[config.mk]
export PLATFORM = sky130hd
export DESIGN_NAME = frame_sequence_stepper_top
export DESIGN_NICKNAME = d
export VERILOG_FILES = /design/src/rtl/core/fss_pkg.sv /design/src/rtl/core/fss_regs.sv /design/src/rtl/core/fss_ctrl.sv /design/src/rtl/core/fss_dp.sv /design/src/rtl/core/frame_sequence_stepper_top.sv
export SDC_FILE = /design/constraint.sdc
export NUM_CORES = 1
export LEC_CHECK = 0
export BUFFER_PORTS_ARGS = -buffer_cell sky130_fd_sc_hd__buf_2
export CORE_ASPECT_RATIO = 0.7
export CORE_MARGIN = 10
export CORE_UTILIZATION = 48
export DETAILED_ROUTE_END_ITERATION = 8
export GPL_TIMING_DRIVEN = 0
export PLACE_DENSITY = 0.78
export SETUP_SLACK_MARGIN = 0.02
export SYNTH_ARGS = -nofsm -noshare
export SYNTH_HDL_FRONTEND = slang
export SYNTH_SLANG_ARGS = --single-unit
[constraint.sdc]
create_clock -name clk_i -period 12.1 [get_ports clk_i]
set_input_delay 1.21 -clock clk_i [delete_from_list [all_inputs] [get_ports clk_i]]
set_output_delay 1.21 -clock clk_i [all_outputs]
set_load 0.005 [all_outputs]
[src/rtl/core/fss_pkg.sv]
// fss_pkg: shared types and constants of the frame sequence stepper
// request codes, register indexes, controller states and the command and status structs
// no dependencies
package fss_pkg;

  localparam int unsigned APB_ADDR_W = 3;
  localparam int unsigned APB_DATA_W = 32;

  localparam logic REG_TICK_PERIOD = 1'b0;
  localparam logic REG_FRAME_COUNT = 1'b1;

  localparam int unsigned TICK_PERIOD_RESET = 256;
  localparam int unsigned FRAME_COUNT_RESET = 1;

  localparam logic [1:0] REQ_LOAD = 2'd0;
  localparam logic [1:0] REQ_FWD  = 2'd1;
  localparam logic [1:0] REQ_BWD  = 2'd2;

  typedef enum logic [1:0] {
    ST_IDLE,
    ST_RUN,
    ST_FIX,
    ST_DONE
  } fss_state_e;

  typedef struct packed {
    logic start;
    logic iter;
    logic fix;
    logic sel_last;
    logic out_load;
  } fss_cmd_t;

  typedef struct packed {
    logic need_iter;
    logic need_fix;
  } fss_status_t;

endpackage

[src/rtl/core/fss_regs.sv]
// fss_regs: configuration registers behind the apb-style port
// holds tick period and frame count; depends on fss_pkg
module fss_regs #(
  parameter int unsigned MAX_FRAMES = 16,
  parameter int unsigned TIME_BITS  = 16
) (
  input  logic                                   clk_i,
  input  logic                                   rst_ni,
  input  logic                                   psel,
  input  logic                                   penable,
  input  logic                                   pwrite,
  input  logic [fss_pkg::APB_ADDR_W-1:0]         paddr,
  input  logic [fss_pkg::APB_DATA_W-1:0]         pwdata,
  output logic [fss_pkg::APB_DATA_W-1:0]         prdata,
  output logic                                   pready,
  output logic [TIME_BITS-1:0]                   tick_period_o,
  output logic [$clog2(MAX_FRAMES+1)-1:0]        frame_count_o
);
  import fss_pkg::*;

  localparam int unsigned COUNT_W = $clog2(MAX_FRAMES + 1);

  logic [TIME_BITS-1:0] tick_period_q;
  logic [COUNT_W-1:0]   frame_count_q;
  logic                 reg_idx;
  logic                 wr_en;

  assign reg_idx = paddr[APB_ADDR_W-1];
  assign wr_en   = psel && penable && pwrite;
  assign pready  = 1'b1;

  always_ff @(posedge clk_i or negedge rst_ni) begin
    if (!rst_ni) begin
      tick_period_q <= TIME_BITS'(TICK_PERIOD_RESET);
      frame_count_q <= COUNT_W'(FRAME_COUNT_RESET);
    end else if (wr_en) begin
      case (reg_idx)
        REG_TICK_PERIOD: tick_period_q <= pwdata[TIME_BITS-1:0];
        REG_FRAME_COUNT: frame_count_q <= pwdata[COUNT_W-1:0];
        default: ;
      endcase
    end
  end

  always_comb begin
    case (reg_idx)
      REG_TICK_PERIOD: prdata = APB_DATA_W'(tick_period_q);
      REG_FRAME_COUNT: prdata = APB_DATA_W'(frame_count_q);
      default:         prdata = '0;
    endcase
  end

  assign tick_period_o = tick_period_q;
  assign frame_count_o = frame_count_q;

endmodule

[src/rtl/core/fss_ctrl.sv]
// fss_ctrl: controller state machine of the frame sequence stepper
// sequences accept, period spending, end fixup and result handoff; depends on fss_pkg
module fss_ctrl (
  input  logic                 clk_i,
  input  logic                 rst_ni,
  input  logic                 in_valid_i,
  output logic                 in_stall_o,
  output logic                 out_valid_o,
  input  logic                 out_stall_i,
  input  fss_pkg::fss_status_t status_i,
  output fss_pkg::fss_cmd_t    cmd_o
);
  import fss_pkg::*;

  fss_state_e state_q, state_d;
  logic       out_valid_q, out_valid_d;
  logic       out_free;

  assign out_free = !out_valid_q || !out_stall_i;

  always_comb begin
    state_d = state_q;
    case (state_q)
      ST_IDLE: begin
        if (in_valid_i) state_d = ST_RUN;
      end
      ST_RUN: begin
        if (status_i.need_iter) begin
          if (status_i.need_fix) state_d = ST_FIX;
        end else if (out_free) begin
          state_d = ST_IDLE;
        end else begin
          state_d = ST_DONE;
        end
      end
      ST_FIX: state_d = ST_RUN;
      ST_DONE: begin
        if (out_free) state_d = ST_IDLE;
      end
      default: state_d = ST_IDLE;
    endcase
  end

  always_comb begin
    cmd_o      = '0;
    in_stall_o = (state_q != ST_IDLE);
    case (state_q)
      ST_IDLE: cmd_o.start = in_valid_i;
      ST_RUN: begin
        if (status_i.need_iter) begin
          cmd_o.iter     = !status_i.need_fix;
          cmd_o.sel_last = status_i.need_fix;
        end else begin
          cmd_o.out_load = out_free;
        end
      end
      ST_FIX:  cmd_o.fix = 1'b1;
      ST_DONE: cmd_o.out_load = out_free;
      default: ;
    endcase
  end

  assign out_valid_d = cmd_o.out_load ? 1'b1 : (out_valid_q && out_stall_i);
  assign out_valid_o = out_valid_q;

  always_ff @(posedge clk_i or negedge rst_ni) begin
    if (!rst_ni) begin
      state_q     <= ST_IDLE;
      out_valid_q <= 1'b0;
    end else begin
      state_q     <= state_d;
      out_valid_q <= out_valid_d;
    end
  end

`ifndef NO_ASSERTIONS
  a_load_slot_free: assert property (@(posedge clk_i) disable iff (!rst_ni)
    cmd_o.out_load |-> (!out_valid_q || !out_stall_i))
    else $error("result loaded over a waiting word");

  a_cmd_exclusive: assert property (@(posedge clk_i) disable iff (!rst_ni)
    $onehot0({cmd_o.start, cmd_o.iter, cmd_o.fix, cmd_o.out_load}))
    else $error("more than one datapath command");

  a_fix_returns: assert property (@(posedge clk_i) disable iff (!rst_ni)
    cmd_o.fix |=> (state_q == ST_RUN))
    else $error("fixup not followed by run");

  a_start_runs: assert property (@(posedge clk_i) disable iff (!rst_ni)
    cmd_o.start |=> (state_q == ST_RUN && !out_valid_o) || (state_q == ST_RUN))
    else $error("accepted word did not start a run");
`endif

endmodule

[src/rtl/core/fss_dp.sv]
// fss_dp: datapath of the frame sequence stepper
// time accumulator, playback position, frame length table and result register; depends on fss_pkg
module fss_dp #(
  parameter int unsigned MAX_FRAMES  = 16,
  parameter int unsigned LENGTH_BITS = 8,
  parameter int unsigned TIME_BITS   = 16
) (
  input  logic                              clk_i,
  input  logic                              rst_ni,
  input  fss_pkg::fss_cmd_t                 cmd_i,
  output fss_pkg::fss_status_t              status_o,
  input  logic [TIME_BITS-1:0]              tick_period_i,
  input  logic [$clog2(MAX_FRAMES+1)-1:0]   frame_count_i,
  input  logic [1:0]                        req_type_i,
  input  logic [TIME_BITS-1:0]              elapsed_time_i,
  input  logic                              wrap_enable_i,
  input  logic [$clog2(MAX_FRAMES)-1:0]     entry_index_i,
  input  logic [LENGTH_BITS-1:0]            entry_length_i,
  output logic                              finished_o,
  output logic [$clog2(MAX_FRAMES)-1:0]     frame_now_o,
  output logic [LENGTH_BITS-1:0]            subtick_now_o
);
  import fss_pkg::*;

  localparam int unsigned FRAME_W = $clog2(MAX_FRAMES);
  localparam int unsigned COUNT_W = $clog2(MAX_FRAMES + 1);
  localparam int unsigned CMP_W   = FRAME_W + 1;
  localparam int unsigned ACC_W   = TIME_BITS + 2;

  logic [LENGTH_BITS-1:0] len_mem [MAX_FRAMES];

  logic signed [ACC_W-1:0] acc_q, acc_d;
  logic [FRAME_W-1:0]      frame_q, frame_d;
  logic [LENGTH_BITS-1:0]  sub_q, sub_d;
  logic                    fin_q, fin_d;
  logic                    step_q, step_d;
  logic                    fwd_q, fwd_d;
  logic                    wrap_q, wrap_d;

  logic [TIME_BITS-1:0]    per_eff;
  logic signed [ACC_W-1:0] per_s;
  logic signed [ACC_W-1:0] el_s;
  logic [COUNT_W-1:0]      cnt_eff;
  logic [FRAME_W-1:0]      last_frame;
  logic [FRAME_W-1:0]      rd_addr;
  logic [LENGTH_BITS-1:0]  rd_len_q;
  logic [LENGTH_BITS-1:0]  len_m1;
  logic [CMP_W-1:0]        frame_inc;
  logic                    frame_wraps;
  logic                    at_fwd_end;
  logic                    at_bwd_end;
  logic                    load_ok;

  assign per_eff = (tick_period_i == '0) ? TIME_BITS'(1) : tick_period_i;
  assign per_s   = $signed({2'b00, per_eff});
  assign el_s    = $signed({2'b00, elapsed_time_i});

  always_comb begin
    if (frame_count_i == '0) begin
      cnt_eff = COUNT_W'(1);
    end else if (frame_count_i > COUNT_W'(MAX_FRAMES)) begin
      cnt_eff = COUNT_W'(MAX_FRAMES);
    end else begin
      cnt_eff = frame_count_i;
    end
  end

  assign last_frame = FRAME_W'(cnt_eff - COUNT_W'(1));

  // table read for the next cycle: last frame ahead of a fixup, else current or previous frame
  always_comb begin
    if (cmd_i.sel_last) begin
      rd_addr = last_frame;
    end else if (fwd_d) begin
      rd_addr = frame_d;
    end else begin
      rd_addr = frame_d - FRAME_W'(1);
    end
  end

  assign len_m1      = (rd_len_q == '0) ? '0 : rd_len_q - LENGTH_BITS'(1);
  assign frame_inc   = CMP_W'(frame_q) + CMP_W'(1);
  assign frame_wraps = frame_inc >= CMP_W'(cnt_eff);
  assign at_fwd_end  = (sub_q >= rd_len_q) && frame_wraps;
  assign at_bwd_end  = (sub_q == '0) && (frame_q == '0);

  assign status_o.need_iter = step_q && (fwd_q ? (acc_q > per_s) : acc_q[ACC_W-1]);
  assign status_o.need_fix  = fwd_q ? (at_fwd_end && !wrap_q) : (at_bwd_end && wrap_q);

  assign load_ok = (CMP_W'(entry_index_i) < CMP_W'(MAX_FRAMES));

  always_comb begin
    acc_d   = acc_q;
    frame_d = frame_q;
    sub_d   = sub_q;
    fin_d   = fin_q;
    step_d  = step_q;
    fwd_d   = fwd_q;
    wrap_d  = wrap_q;
    if (cmd_i.start) begin
      fin_d  = 1'b0;
      step_d = (req_type_i == REQ_FWD) || (req_type_i == REQ_BWD);
      fwd_d  = (req_type_i == REQ_FWD);
      wrap_d = wrap_enable_i;
      case (req_type_i)
        REQ_FWD: acc_d = acc_q + el_s;
        REQ_BWD: acc_d = acc_q - el_s;
        default: ;
      endcase
    end else if (cmd_i.iter) begin
      if (fwd_q) begin
        acc_d = acc_q - per_s;
        if (sub_q >= rd_len_q) begin
          sub_d = '0;
          if (frame_wraps) begin
            fin_d   = 1'b1;
            frame_d = '0;
          end else begin
            frame_d = frame_inc[FRAME_W-1:0];
          end
        end else begin
          sub_d = sub_q + LENGTH_BITS'(1);
        end
      end else begin
        acc_d = acc_q + per_s;
        if (sub_q != '0) begin
          sub_d = sub_q - LENGTH_BITS'(1);
        end else if (frame_q == '0) begin
          // hold at the start of the sequence
          fin_d = 1'b1;
          acc_d = per_s;
        end else begin
          frame_d = frame_q - FRAME_W'(1);
          sub_d   = rd_len_q;
        end
      end
    end else if (cmd_i.fix) begin
      fin_d   = 1'b1;
      frame_d = last_frame;
      sub_d   = len_m1;
      acc_d   = fwd_q ? '0 : acc_q + per_s;
    end
  end

  always_ff @(posedge clk_i or negedge rst_ni) begin
    if (!rst_ni) begin
      acc_q   <= '0;
      frame_q <= '0;
      sub_q   <= '0;
      fin_q   <= 1'b0;
      step_q  <= 1'b0;
      fwd_q   <= 1'b0;
      wrap_q  <= 1'b0;
    end else begin
      acc_q   <= acc_d;
      frame_q <= frame_d;
      sub_q   <= sub_d;
      fin_q   <= fin_d;
      step_q  <= step_d;
      fwd_q   <= fwd_d;
      wrap_q  <= wrap_d;
    end
  end

  always_ff @(posedge clk_i) begin
    if (cmd_i.start && (req_type_i == REQ_LOAD) && load_ok) begin
      len_mem[entry_index_i] <= entry_length_i;
    end
    rd_len_q <= len_mem[rd_addr];
  end

  always_ff @(posedge clk_i) begin
    if (cmd_i.out_load) begin
      finished_o    <= fin_q;
      frame_now_o   <= frame_q;
      subtick_now_o <= sub_q;
    end
  end

endmodule

[src/rtl/core/frame_sequence_stepper_top.sv]
// frame_sequence_stepper_top: top level of the frame sequence stepper
// joins fss_regs, fss_ctrl and fss_dp; depends on fss_pkg
//
//   channel   handshake                 payload
//   in        in_valid_i / in_stall_o   req_type, elapsed_time, wrap_enable, entry_index,
//                                       entry_length
//   out       out_valid_o / out_stall_i finished, frame_now, subtick_now
//   config    psel/penable/pwrite/pready tick_period at 0x0, frame_count at 0x4
//
// a load word is handed to the result register without spending tick periods; a step word
// first spends its tick periods, one per cycle, and for each end crossing that needs the last
// frame's length reads that length and runs a fixup state before its result is loaded
// reset clears position, accumulator and the output valid; the length table is not cleared
// input is stalled from accept until the result sits in the output register, which a
// stalled output word holds while the next word is already accepted
module frame_sequence_stepper_top #(
  parameter int unsigned MAX_FRAMES  = 16,
  parameter int unsigned LENGTH_BITS = 8,
  parameter int unsigned TIME_BITS   = 16
) (
  input  logic                              clk_i,
  input  logic                              rst_ni,
  input  logic                              in_valid_i,
  output logic                              in_stall_o,
  input  logic [1:0]                        req_type_i,
  input  logic [TIME_BITS-1:0]              elapsed_time_i,
  input  logic                              wrap_enable_i,
  input  logic [$clog2(MAX_FRAMES)-1:0]     entry_index_i,
  input  logic [LENGTH_BITS-1:0]            entry_length_i,
  output logic                              out_valid_o,
  input  logic                              out_stall_i,
  output logic                              finished_o,
  output logic [$clog2(MAX_FRAMES)-1:0]     frame_now_o,
  output logic [LENGTH_BITS-1:0]            subtick_now_o,
  input  logic                              psel,
  input  logic                              penable,
  input  logic                              pwrite,
  input  logic [fss_pkg::APB_ADDR_W-1:0]    paddr,
  input  logic [fss_pkg::APB_DATA_W-1:0]    pwdata,
  output logic [fss_pkg::APB_DATA_W-1:0]    prdata,
  output logic                              pready
);
  import fss_pkg::*;

  localparam int unsigned COUNT_W = $clog2(MAX_FRAMES + 1);

  fss_cmd_t             cmd;
  fss_status_t          status;
  logic [TIME_BITS-1:0] tick_period;
  logic [COUNT_W-1:0]   frame_count;

  fss_regs #(
    .MAX_FRAMES (MAX_FRAMES),
    .TIME_BITS  (TIME_BITS)
  ) u_regs (
    .clk_i         (clk_i),
    .rst_ni        (rst_ni),
    .psel          (psel),
    .penable       (penable),
    .pwrite        (pwrite),
    .paddr         (paddr),
    .pwdata        (pwdata),
    .prdata        (prdata),
    .pready        (pready),
    .tick_period_o (tick_period),
    .frame_count_o (frame_count)
  );

  fss_ctrl u_ctrl (
    .clk_i       (clk_i),
    .rst_ni      (rst_ni),
    .in_valid_i  (in_valid_i),
    .in_stall_o  (in_stall_o),
    .out_valid_o (out_valid_o),
    .out_stall_i (out_stall_i),
    .status_i    (status),
    .cmd_o       (cmd)
  );

  fss_dp #(
    .MAX_FRAMES  (MAX_FRAMES),
    .LENGTH_BITS (LENGTH_BITS),
    .TIME_BITS   (TIME_BITS)
  ) u_dp (
    .clk_i          (clk_i),
    .rst_ni         (rst_ni),
    .cmd_i          (cmd),
    .status_o       (status),
    .tick_period_i  (tick_period),
    .frame_count_i  (frame_count),
    .req_type_i     (req_type_i),
    .elapsed_time_i (elapsed_time_i),
    .wrap_enable_i  (wrap_enable_i),
    .entry_index_i  (entry_index_i),
    .entry_length_i (entry_length_i),
    .finished_o     (finished_o),
    .frame_now_o    (frame_now_o),
    .subtick_now_o  (subtick_now_o)
  );

endmodule

Word level (Yosys, flattened, before mapping)
Memory sizes are Yosys's and may differ from the RTL's. A register that Yosys moved wholly into a read port is not among the register bits.
Index checks and enable logic that the tools add are counted.
Widths: inputs -> output; s select.
- add/subtract/negate cells: 12
- magnitude comparators: 4
- equal/unequal tests: 14
- muxes and demuxes: 57
- bitwise operators: 2
- reductions and logical operators: 32
- operator list (operator ; count):
    $mux 18 ; 7
    $pmux 32 s2 ; 1
    $mux 8 ; 7
    $mux 4 ; 10
    $add 18x17->18 ; 2
    $pmux 18 s2 ; 1
    $sub 18x17->18 ; 2
    $mux 1 ; 21
    $add 18x16->18 ; 1
    $gt 18x17->1 ; 1
    $logic_not 16->1 ; 1
    $logic_not 8->1 ; 2
    $mux 16 ; 1
    $sub 8x1->8 const B ; 2
    $ne 4x3->1 const B ; 3
    $sub 4x1->4 const B ; 3
    $mux 2 ; 5
    $mux 5 ; 2
    $logic_and 1x1->1 ; 9
    $add 8x1->8 const B ; 1
    $ge 8x8->1 ; 1
    $pmux 2 s4 ; 1
    $reduce_bool 8->1 ; 1
    $eq 2x2->1 const B ; 3
    22 further kinds ; 33
- bits in registers: 71
- bits in writable memories: 128
- input port bits: 73
- output and inout bits: 48
- logic and storage cells: 136
- memories: 1
- memories (memory ; depth ; width ; read ports ; clocked after memory_dff ; write ports ; RTL line ; text):
    u_dp.len_mem ; 16 ; 8 ; 1 ; 1 ; 1 ; fss_dp.sv:30 ; logic [LENGTH_BITS-1:0] len_mem [MAX_FRAMES];

Depth between registers and ports, before layout
- depth in word-level cells: 15
- depth in mapped cells: 18
- depth with buffers taken out: 16

Cells and area by module
From an unflattened synthesis, not the netlist that was laid out.
- cells, all modules: 1687
- area total of the unflattened synthesis: 15524.9 sq um
- modules (own cells, without submodules) (module ; instances ; cells an instance ; area an instance (sq um) ; seq. area each (sq um)):
    fss_dp ; 1 ; 1583 ; 14222.4 ; 5245.0
    fss_regs ; 1 ; 82 ; 1118.6 ; 528.0
    fss_ctrl ; 1 ; 22 ; 183.9 ; 75.1

Worst setup path after synthesis
Ideal clock, no wire load.
- path type: input -> register
- start: input req_type_i[0]
- end: register u_dp.acc_q[14]
- setup time: 131 ps
- arrival: 4546 ps
- required time: 11969 ps
- path slack: 7424 ps
- stages on the path: 17
- buffers on the path: 2
- path through: inv_1 -> ha_1 -> clkbuf_1 -> buf_1 -> mux2i_1 -> fa_1 -> a21o_1 -> a21o_1 -> a21o_1 -> a21o_1 -> a21oi_1 -> o21ai_0 -> o41ai_1 -> o21ai_0 -> xnor2_1 -> a2bb2oi_1 -> o21ai_0
- word-level cells in the longest chain between the ends: 3
- elaborated cells on any way between the ends: 6
- those cells by class: eq/ne: 3; mux: 2; reduce/logical: 1
- ends and longest elaborated chain (item ; RTL line ; text):
    from (decl) ; frame_sequence_stepper_top.sv:25 ; input logic [1:0] req_type_i,
    $eq 2x2->1 or $eq 2x1->1 (tied branches) ; fss_dp.sv:105 ; case (req_type_i)
    $pmux 18 s2 or $ne 3x3->1 (tied branches) ; -- ;
    $mux 18 or $reduce_and 2->1 (tied branches) ; -- ;
    to (signal assigned) ; fss_dp.sv:147 ; acc_q <= '0;
    to (signal assigned) ; fss_dp.sv:155 ; acc_q <= acc_d;
    to (decl) ; fss_dp.sv:32 ; logic signed [ACC_W-1:0] acc_q, acc_d;
Several ways; a longest one is shown, not always the timed one.
A chain may end at the register's enable or synchronous reset.

Worst setup path after layout
- start: register u_regs.tick_period_q[12], in the netlist u_regs.tick_period_o[12]
- end: register u_dp.rd_len_q[4] (read register of u_dp.len_mem)
- word-level cells in the longest chain between the ends: 12
- elaborated cells on any way between the ends: 14
- those cells by class: add/sub: 1; order compare: 1; mux: 10; reduce/logical: 2
- ends and longest elaborated chain (item ; RTL line ; text):
    from (decl) ; fss_regs.sv:23 ; logic [TIME_BITS-1:0] tick_period_q;
    from (signal assigned) ; fss_regs.sv:34 ; tick_period_q <= TIME_BITS'(TICK_PERIOD_RESET);
    from (signal assigned) ; fss_regs.sv:38 ; REG_TICK_PERIOD: tick_period_q <= pwdata[TIME_BITS-1:0];
    $logic_not 16->1 ; fss_dp.sv:54 ; assign per_eff = (tick_period_i == '0) ? TIME_BITS'(1) : tick_period_i;
    $mux 16 (*) ; fss_dp.sv:54 ;
    $gt 18x17->1 (*) ; fss_dp.sv:87 ; assign status_o.need_iter = step_q && (fwd_q ? (acc_q > per_s) : acc_q[ACC_W-1]);
    $mux 1 (*) ; fss_dp.sv:87 ;
    $logic_and 1x1->1 (*) ; fss_dp.sv:87 ;
    $mux 1 (*) ; fss_ctrl.sv:50 ; if (status_i.need_iter) begin
    $mux 1 (*) ; fss_ctrl.sv:47 ; case (state_q)
    $mux 4 (*) ; fss_dp.sv:110 ; end else if (cmd_i.iter) begin
    $mux 4 (*) ; fss_dp.sv:100 ; if (cmd_i.start) begin
    via u_dp.frame_d[1] ; fss_dp.sv:33 ; logic [FRAME_W-1:0] frame_q, frame_d;
    $sub 4x1->4 ; fss_dp.sv:77 ; rd_addr = frame_d - FRAME_W'(1);
    $mux 4 (*) ; fss_dp.sv:74 ; end else if (fwd_d) begin
    $mux 4 (*) ; fss_dp.sv:72 ; if (cmd_i.sel_last) begin
    to (decl) ; fss_dp.sv:46 ; logic [LENGTH_BITS-1:0] rd_len_q;
Mark *: on every way through the listed nets, which the timed path passes. The rest lies on a longest branch.

==> impl_metrics.json <==
{
  "final_common_cell": "edfxtp_1",
  "arrival_ps": 6780,
  "syn_inst": 1325,
  "portBuffers": 85,
  "post_dp_cell_area_um2": 14100,
  "cts_max_level": 1,
  "antenna_found_initial": 0,
  "path_clk_slew_ps": 70,
  "row_count": 50,
  "cts_resized": 0,
  "antenna_left": 0,
  "cts_buffer_depth": 3,
  "avgSynthCellArea_um2": 9.91,
  "timing.final.hold_violations": 0,
  "yosys_warnings": 0,
  "startpoint_type": "register",
  "synthSimpleGateAreaFrac": 0.146,
  "die_area_um2": 34500,
  "slew_headroom": -0.0278,
  "hold_buffers": 0,
  "wirelength_um": 39800,
  "numCtsBuffers": 23,
  "syn_to_final_growth_pct": 13.3,
  "hold_class": "register to register",
  "cp-end-kind": "register",
  "netlist_area_um2": 13100,
  "place_ws_ps": 6130,
  "design_area_um2": 14900,
  "cts_root_buf": "clkbuf_16",
  "slowest_stage": "o31ai_1",
  "worst_pin_slew_ps": 1530,
  "vias": 11200,
  "postCtsSetupBuffers": 0,
  "skew_ps": 18.2,
  "grt_start_max_net_pins": 59,
  "synth_async_sr_flop_share": 0.280,
  "yosysUniqueCellTypes": 82,
  "crit_fanout": 8,
  "hpwl_um": 29800,
  "fin_setup_tns_ps": 0,
  "rsz0062_at_grt": "false",
  "synth_compound_area_frac": 0.188,
  "maxCapViolations": 1,
  "grt_pass1_wl_um": 60800,
  "track_usage": 0.224,
  "synth_edf_count": 141,
  "violations": "capacitance limit, slew limit",
  "place_congestion": 0.984,
  "power.density_nw_per_um2": 285,
  "ys_seq_elements": 207,
  "insertion_delay_ps": 540,
  "cts_tree": "done",
  "synth_fa_ha_area_frac": 0.0751,
  "power_w": 0.00424,
  "synth_mux_area_frac": 0.0496,
  "clkSinkCount": 207,
  "ys_seq_area_frac": 0.445,
  "synth_xor_area_frac": 0.0427,
  "setup_viol": 0,
  "fin_ws_ps": 5770,
  "drive_gt1_frac": 0.144,
  "start_util": 0.489,
  "die_y_um": 158,
  "synthFlopType": "edfxtp_1",
  "fin_crit_ps": 6330,
  "synth_area_leader_cell": "edfxtp_1",
  "die_w_um": 218,
  "overflow": 0,
  "synth_top_area_share": 0.322,
  "worstPathCellList": "nor3_1 -> a41o_1 -> ha_1 -> fa_1 -> nand2b_1 -> a21oi_1 -> o21a_1 -> o31ai_2 -> nor4_1 -> a311o_1 -> or4_1 -> buf_2 -> xnor2_1 -> o31ai_1 -> o2111ai_1 -> nand4b_1",
  "multi_input_area_um2": 6660,
  "drc": 0,
  "via_per_inst": 6.14,
  "vdd_drop_max_v": 0.000109,
  "leakage_nw": 5.87,
  "routedWlPerCell_um": 21.8,
  "firstDrtPassIters": 6,
  "status": "finished with violations",
  "synth_top_family_by_area": "compound AO/OA/AOI/OAI gates",
  "first_global_vias": 10500,
  "path_class": "register to register",
  "pin_count": 121,
  "core-area_um2": 26800,
  "mostFrequentLayoutCells": "edfxtp_1 (141), nor2_1 (123), buf_2 (96), o21ai_0 (85), nand2_1 (84)",
  "fillCellCount": 2301,
  "critPathMaxStageDelay_ps": 1240,
  "finalNetCount": 1601,
  "synthTopCellsByArea": "edfxtp_1 (32%), dfrtp_1 (11%), ha_1 (7.1%)",
  "n_antenna_cell": 0,
  "drt_iter0_drc": 1707,
  "timing.fmax_mhz": 158,
  "seqCellArea_um2": 5850,
  "maxSlewViolCount": 9,
  "worstPathRequired_ps": 12550,
  "hold_slack_ps": 449,
  "finalCritPeriodShare": 0.523
}
-- layout make-up --
type,instances,area share
tap,364,0.0306
inverter,63,0.0159
timing repair buffer,86,0.0298
multi-input combinational,975,0.448
clock inverter,15,0.0126
sequential,207,0.393
buffer,95,0.0309
clock buffer,26,0.0395
-- logic make-up (layout without fill, tap and decap cells) --
group	count (synthesis)	in the layout
fa+ha+maj	77	77
mux	59	59
other cells	2	17
compound gates	365	365
xor+xnor	64	64
buf+inv	158	285
simple gates	393	393
flops	207	207
-- cell usage after synthesis (4+ instances only) --
master and n:
nand4b_1 11, buf_1 5, o22ai_1 11, or2_2 5, a21oi_1 84, o21ai_0 85, nand4_1 7, nor2_1 123
nor3_1 53, nand2_1 84, mux2_2 36, buf_2 12, mux2i_1 21, inv_1 62, dfrtp_1 56, ha_1 74
a311o_1 4, o21bai_1 4, xnor2_1 52, and2_1 6, a211oi_1 19, o211a_1 7, nor4_1 7, buf_4 17
xor2_1 12, nor2b_1 14, edfxtp_1 141, o31ai_1 10, a211o_1 17, a2111o_1 7, and3_1 8, clkbuf_1 57
dfxtp_1 8, or3_1 6, a21o_1 11, nor3b_1 4, a21boi_0 4, a31oi_1 16, o21a_1 9, a22oi_1 8
o211ai_1 10, o2111ai_1 14, nand2b_1 16, nand3_1 36, o221ai_1 7
-- power breakdown --
group / internal [W] / switching [W]
Sequential: 0.000894 / 0.000146
Combinational: 0.000919 / 0.00155
Clock: 0.000420 / 0.000308
-- final timing paths --
check                      depth (start not counted)  slack [ps]                                   to                            startpoint
setup / recovery                                  16        5770             u_dp.rd_len_q[4]$_DFF_P_  u_regs.tick_period_o[12]$_DFFE_PN0P_
hold / removal                                     0         450        u_dp.frame_now_o[3]$_DFFE_PP_             u_dp.frame_q[3]$_DFF_PN0_
setup reg to reg                                  16        5770             u_dp.rd_len_q[4]$_DFF_P_  u_regs.tick_period_o[12]$_DFFE_PN0P_
hold reg to reg                                    0         450        u_dp.frame_now_o[3]$_DFFE_PP_             u_dp.frame_q[3]$_DFF_PN0_
max in group asynchronous                          1       10730                 u_dp.fwd_q$_DFF_PN0_                                rst_ni
min in group asynchronous                          1         780  u_regs.frame_count_o[4]$_DFFE_PN0P_                                rst_ni
-- critical path: cells and delay by family, from the launching register on --
| kind | cells | cell delay (ps) |
|---|---|---|
| AOI/OAI and AO/OA | 7 | 3250 |
| xor gates and xnor gates | 1 | 140 |
| adders and majority gates | 2 | 420 |
| buffers and inverters | 1 | 180 |
| DFF | 1 | 440 |
| and+or+nand+nor | 5 | 1800 |
-- stage by stage --
step | util | instances
after detailed placement | 0.525 | 1790
after CTS | 0.554 | 1831
after global routing | 0.554 | 1831
final | 0.554 | 1831
after floorplan | - | 1340
after global placement | 0.524 | 1789
-- registers in the layout (all words and copies together) (netlist names) --
name and cells:
u_ctrl.state_q 2, u_dp.subtick_now_o 8, u_dp.len_mem 128, u_regs.tick_period_o 16, u_dp.wrap_q 1, u_dp.frame_q 4
u_dp.rd_len_q 8, u_dp.fwd_q 1, u_dp.fin_q 1, u_dp.finished_o 1, u_regs.frame_count_o 5, u_dp.sub_q 8
u_dp.frame_now_o 4, u_dp.acc_q 18, u_ctrl.out_valid_o 1, u_dp.step_q 1
-- layer usage --
| layer | wire length [um] | vias up | track usage |
|---|---|---|---|
| met5 | 0 | - | 0 |
| met4 | 860 | 0 | 0.0488 |
| met3 | 4930 | 70 | 0.0635 |
| met2 | 16100 | 653 | 0.314 |
| met1 | 17900 | 5378 | 0.333 |
| li1 | - | 5146 | - |
No activity file was read; power rests on OpenSTA's default activity.
